**src/rtl/mvn_ram.sv**
```systemverilog
// Generic single-port-write, single-port-read RAM with a registered read.
// It depends on nothing; the top level instances it for both stores.
module mvn_ram #(
  parameter int WIDTH = 8,
  parameter int DEPTH = 16
) (
  input  logic                                   clk,
  input  logic                                   we,
  input  logic [(DEPTH > 1 ? $clog2(DEPTH) : 1)-1:0] waddr,
  input  logic [WIDTH-1:0]                       wdata,
  input  logic [(DEPTH > 1 ? $clog2(DEPTH) : 1)-1:0] raddr,
  output logic [WIDTH-1:0]                       rdata
);

  logic [WIDTH-1:0] mem [DEPTH];

  // One write and one registered read per cycle.
  always_ff @(posedge clk) begin
    if (we) begin
      mem[waddr] <= wdata;
    end
    rdata <= mem[raddr];
  end

endmodule

```
**config.mk**
```make
export PLATFORM = sky130hd
export DESIGN_NAME = mvn_ram
export DESIGN_NICKNAME = d
export VERILOG_FILES = /design/src/rtl/mvn_ram.sv
export SDC_FILE = /design/constraint.sdc
export NUM_CORES = 1
export LEC_CHECK = 0
export BUFFER_PORTS_ARGS = -buffer_cell sky130_fd_sc_hd__buf_4
export CAP_MARGIN = 10
export CORE_MARGIN = 2
export CORE_UTILIZATION = 40
export DETAILED_ROUTE_END_ITERATION = 12
export PLACE_DENSITY = 0.66
export SLEW_MARGIN = 20
export SYNTH_ARGS = -nofsm -noshare
export SYNTH_HDL_FRONTEND = slang
export SYNTH_SLANG_ARGS = --single-unit
```
**constraint.sdc**
```tcl
create_clock -name clk -period 2.6 [get_ports clk]
set_clock_uncertainty 0.15 [all_clocks]
set_input_delay 0.52 -clock clk [delete_from_list [all_inputs] [get_ports clk]]
set_output_delay 0.52 -clock clk [all_outputs]
set_load 0.01 [all_outputs]
```
### Word-level counts from Yosys, hierarchy flattened

Memories as Yosys holds them, arrays and structs flattened. A register that Yosys moved wholly into a read port is not among the register bits.
Cells that the tools add are included.

* register bits: 0
* latch bits: 0
* output and inout port bits: 8
* input port bits: 18
* memory bits (read-only): 0
* memories: 1
* bits in writable memories: 128
* word-level logic and storage cells: 3

* shift-type cells: 0
* div/mod/pow operators: 0
* bitwise logic cells: 0
* $add $sub $neg: 0
* mux-type cells: 2
* reduce and logical (&&, ||, !) cells: 0
* equality and inequality tests: 0
* multiply operators: 0
* order comparisons: 0

Memory list
* mem: words 16, bits a word 8, read ports 1, clocked after memory_dff 1, write ports 1, line 15 `logic [WIDTH-1:0] mem [DEPTH];`

Operator list (number)
* 2-to-1 mux 1 bit: 2

### Longest topological paths before layout

* depth after elaboration: 2
* gate-level depth with buffers: 5

### Least setup slack after synthesis

Ideal clock, no wire load.

* path kind: input-to-reg
* start: input port waddr[2] (netlist bit)
* end: memory mem[0][0], enable pin
* required time: 2.067 ns
* setup slack: 0.437 ns
* data arrival time: 1.630 ns
* path buffers: 0
* stages: 2
* cells stage by stage: or3b_2 nor3_1

RTL lines
* from (decl): line 9 `input logic [(DEPTH > 1 ? $clog2(DEPTH) : 1)-1:0] waddr,`
* to (decl): line 15

Straight into the memory's write port.

==> reports/qor.yml <==
synthesis:
  yosysWarnings: 0
  ys_seq_area_frac: 0.778
  synth-main-ff-cell: "edfxtp_1"
  synth_area_mm2: 0.00515
  ys_seq_elements: 136
  syn-instance-count: 229
  synth_top_cells_by_area: "edfxtp_1 (75%), mux4_2 (7.9%), mux4_1 (7.1%), dfxtp_1 (3.1%), a22oi_1 (2.3%)"
  syn-num-nets: 247
  muxShareOfSynthArea: 0.150
  async_flop_share: 0
  synth_enable_flop_cells: 128
  synth_top_area_share: 0.747
  synth_compound_area_frac: 0.0233
  synth.most_common_cell: "edfxtp_1"
  synth_top_family_by_area: "multiplexers"
  synth.avg_cell_area_um2: 22.5
  synth_top_area_cell: "edfxtp_1"
  synth_xor_xnor_area_share: 0
  synth_fa_ha_area_frac: 0
  yosys.area_share.simple: 0.0318
  synth_commonest_cells: "edfxtp_1 (128), mux4_2 (18), a22oi_1 (16)"
  ys_types: 19
pwr:
  p_clk_frac: 0.453
  p_int_mw: 3.96
  power_switching_uw: 998
  peakVddDrop_mv: 0.476
  sw_frac_of_total: 0.201
  p_leak_nw: 2.09
  power_frac_comb: 0.049
  power.density_mw_per_mm2: 800
  p_seq_frac: 0.498
layout:
  num_antenna_cells: 0
  nNetsFinal: 301
  areaGrowthSynthToFinish_pct: 20.5
  drive_above_1_share: 0.307
worst_setup_path:
  critPathKind: "in -> reg"
  worstPathRequired_ns: 2.73
  worst-path-buf-inv: 2
  worstSetupEndpointType: "flop"
  critPathMaxFanout: 14
  cpPeakStageDelay_ns: 0.51
  crit_chain: "buf_4, buf_12, mux4_2, a22oi_1, nand2_1"
  startpoint_type: "primary input"
  slowest_stage: "mux4_2"
  path_delay_family: "multiplexers"
  arrival_ns: 1.87
cts:
  cts.sinks: 136
  cts_resized: 0
  cts_tree: "done"
  cts.htree.levels: 4
  clkTransAtPathRegs_ns: 0.06
  clk_latency_ns: 0.42
  numCtsBuffers: 17
  cts_setup_buffers: 0
  ctsHoldBuffers: 0
  clockBufferDepth: 2
  cts.root.buffer_cell: "clkbuf_16"
sta:
  setup_tns_ns: 0
  slew_violations: 0
  fmaxAchievable_ghz: 0.573
  fin_crit_sh: 0.671
  hold_viol: 0
  report.final.setup_viol: 0
  fin_ws_ns: 0.856
  rsz0062_at_grt: "false"
  slew_headroom: 0.695
  worst_pin_slew_ns: 0.458
  min_period_ns: 1.74
detailed_routing:
  antenna_left: 0
  viasPerCell: 5.22
  first_pass_iters: 5
  dr_total_vias: 2444
  drcViolationCount: 0
  post_drt_wl_per_cell_um: 21.4
  dr.first_iter.drc_count: 209
  wl_um: 10000
global_routing:
  overflow: 0
  antenna_found_initial: 0
  grt_max_degree: 33
  grt_pass1_wl_um: 15700
  grt_pass1_vias: 2621
  grt_util_all_layers: 0.161
die:
  boundaryPins: 26
  die_h_um: 117
  rows: 41
  start_util: 0.410
  die_area_mm2: 0.0138
  fp.dieW_um: 117
  core_mm2: 0.0126
place:
  hpwl_um: 6340
  gp_congestion: 0.720
  place_ws_ns: 0.425
  io_buffer_count: 25
worst_hold_path:
  hold_path_class: "in -> reg"
status:
  status: "finished, final reports clean"
run:
  cap_violations: 0
registers in the layout, summed over array words and instances (netlist names):
| register | cells |
|---|---|
| mem | 128 |
| rdata | 8 |
layout by cell type (no fill, tap or decap), types with 8 or more instances in the layout:
cell type	count
edfxtp_1	128
clkbuf_16	17
buf_4	43
a22oi_1	16
nor2_1	13
dfxtp_1	8
nand2_1	9
mux4_1	14
mux4_2	18
per-layer routing:
metal | vias to the layer above | share of wire | global-route usage
met3 | 10 | 0.075 | 0.0462
li1 | 1083 | - | -
met4 | 0 | 0.015 | 0.0791
met5 | - | 0 | 0
met2 | 101 | 0.49 | 0.251
met1 | 1250 | 0.42 | 0.207
area by class of cell:
type                    instances  area, um2
well taps                     172        215
repair buffers                 45        363
flip-flops and latches        136       4000
multi-input cells              83       1060
clock buffers                  18        429
clock inverters                14        133
fillers                      1009       6370
metrics by stage:
stage	hold slack, ns	util	power [mW]	std cells	area, um2
4_1_cts	0.249	0.493	5.01	468	6200
3_5_place_dp	0.511	0.449	2.76	436	5640
2_1_floorplan	0.469	-	2.64	229	5150
3_3_place_gp	0.508	0.449	2.76	436	5640
6_report	0.255	0.493	4.96	468	6200
5_1_grt	0.264	0.493	5.12	468	6200
cell families after synthesis:
group | count (synthesis)
AO/OA/AOI/OAI | 16
flip-flops | 136
buffers and inverters | 10
AND/OR/NAND/NOR | 35
multiplexers | 32
worst paths after layout:
| kind | start | to | slack [ns] | cells after the start |
|---|---|---|---|---|
| worst max register to register | mem[9][1]$_DFFE_PP_ | rdata[1]$_DFF_P_ | 1.02 | 3 |
| worst min register to register | mem[5][5]$_DFFE_PP_ | rdata[5]$_DFF_P_ | 0.53 | 3 |
| worst min-delay path | wdata[7] | mem[12][7]$_DFFE_PP_ | 0.25 | 1 |
| worst max-delay path | raddr[0] | rdata[1]$_DFF_P_ | 0.86 | 5 |
power by group through the flow:
stage / clock network, mW / registers (mW) / logic (mW)
6_report: 2.25 / 2.47 / 0.243
3_3_place_gp: 0 / 2.51 / 0.242
3_5_place_dp: 0 / 2.52 / 0.248
5_1_grt: 2.38 / 2.47 / 0.267
2_1_floorplan: 0 / 2.51 / 0.124
4_1_cts: 2.29 / 2.47 / 0.249
(Power assumes the default switching activity.)
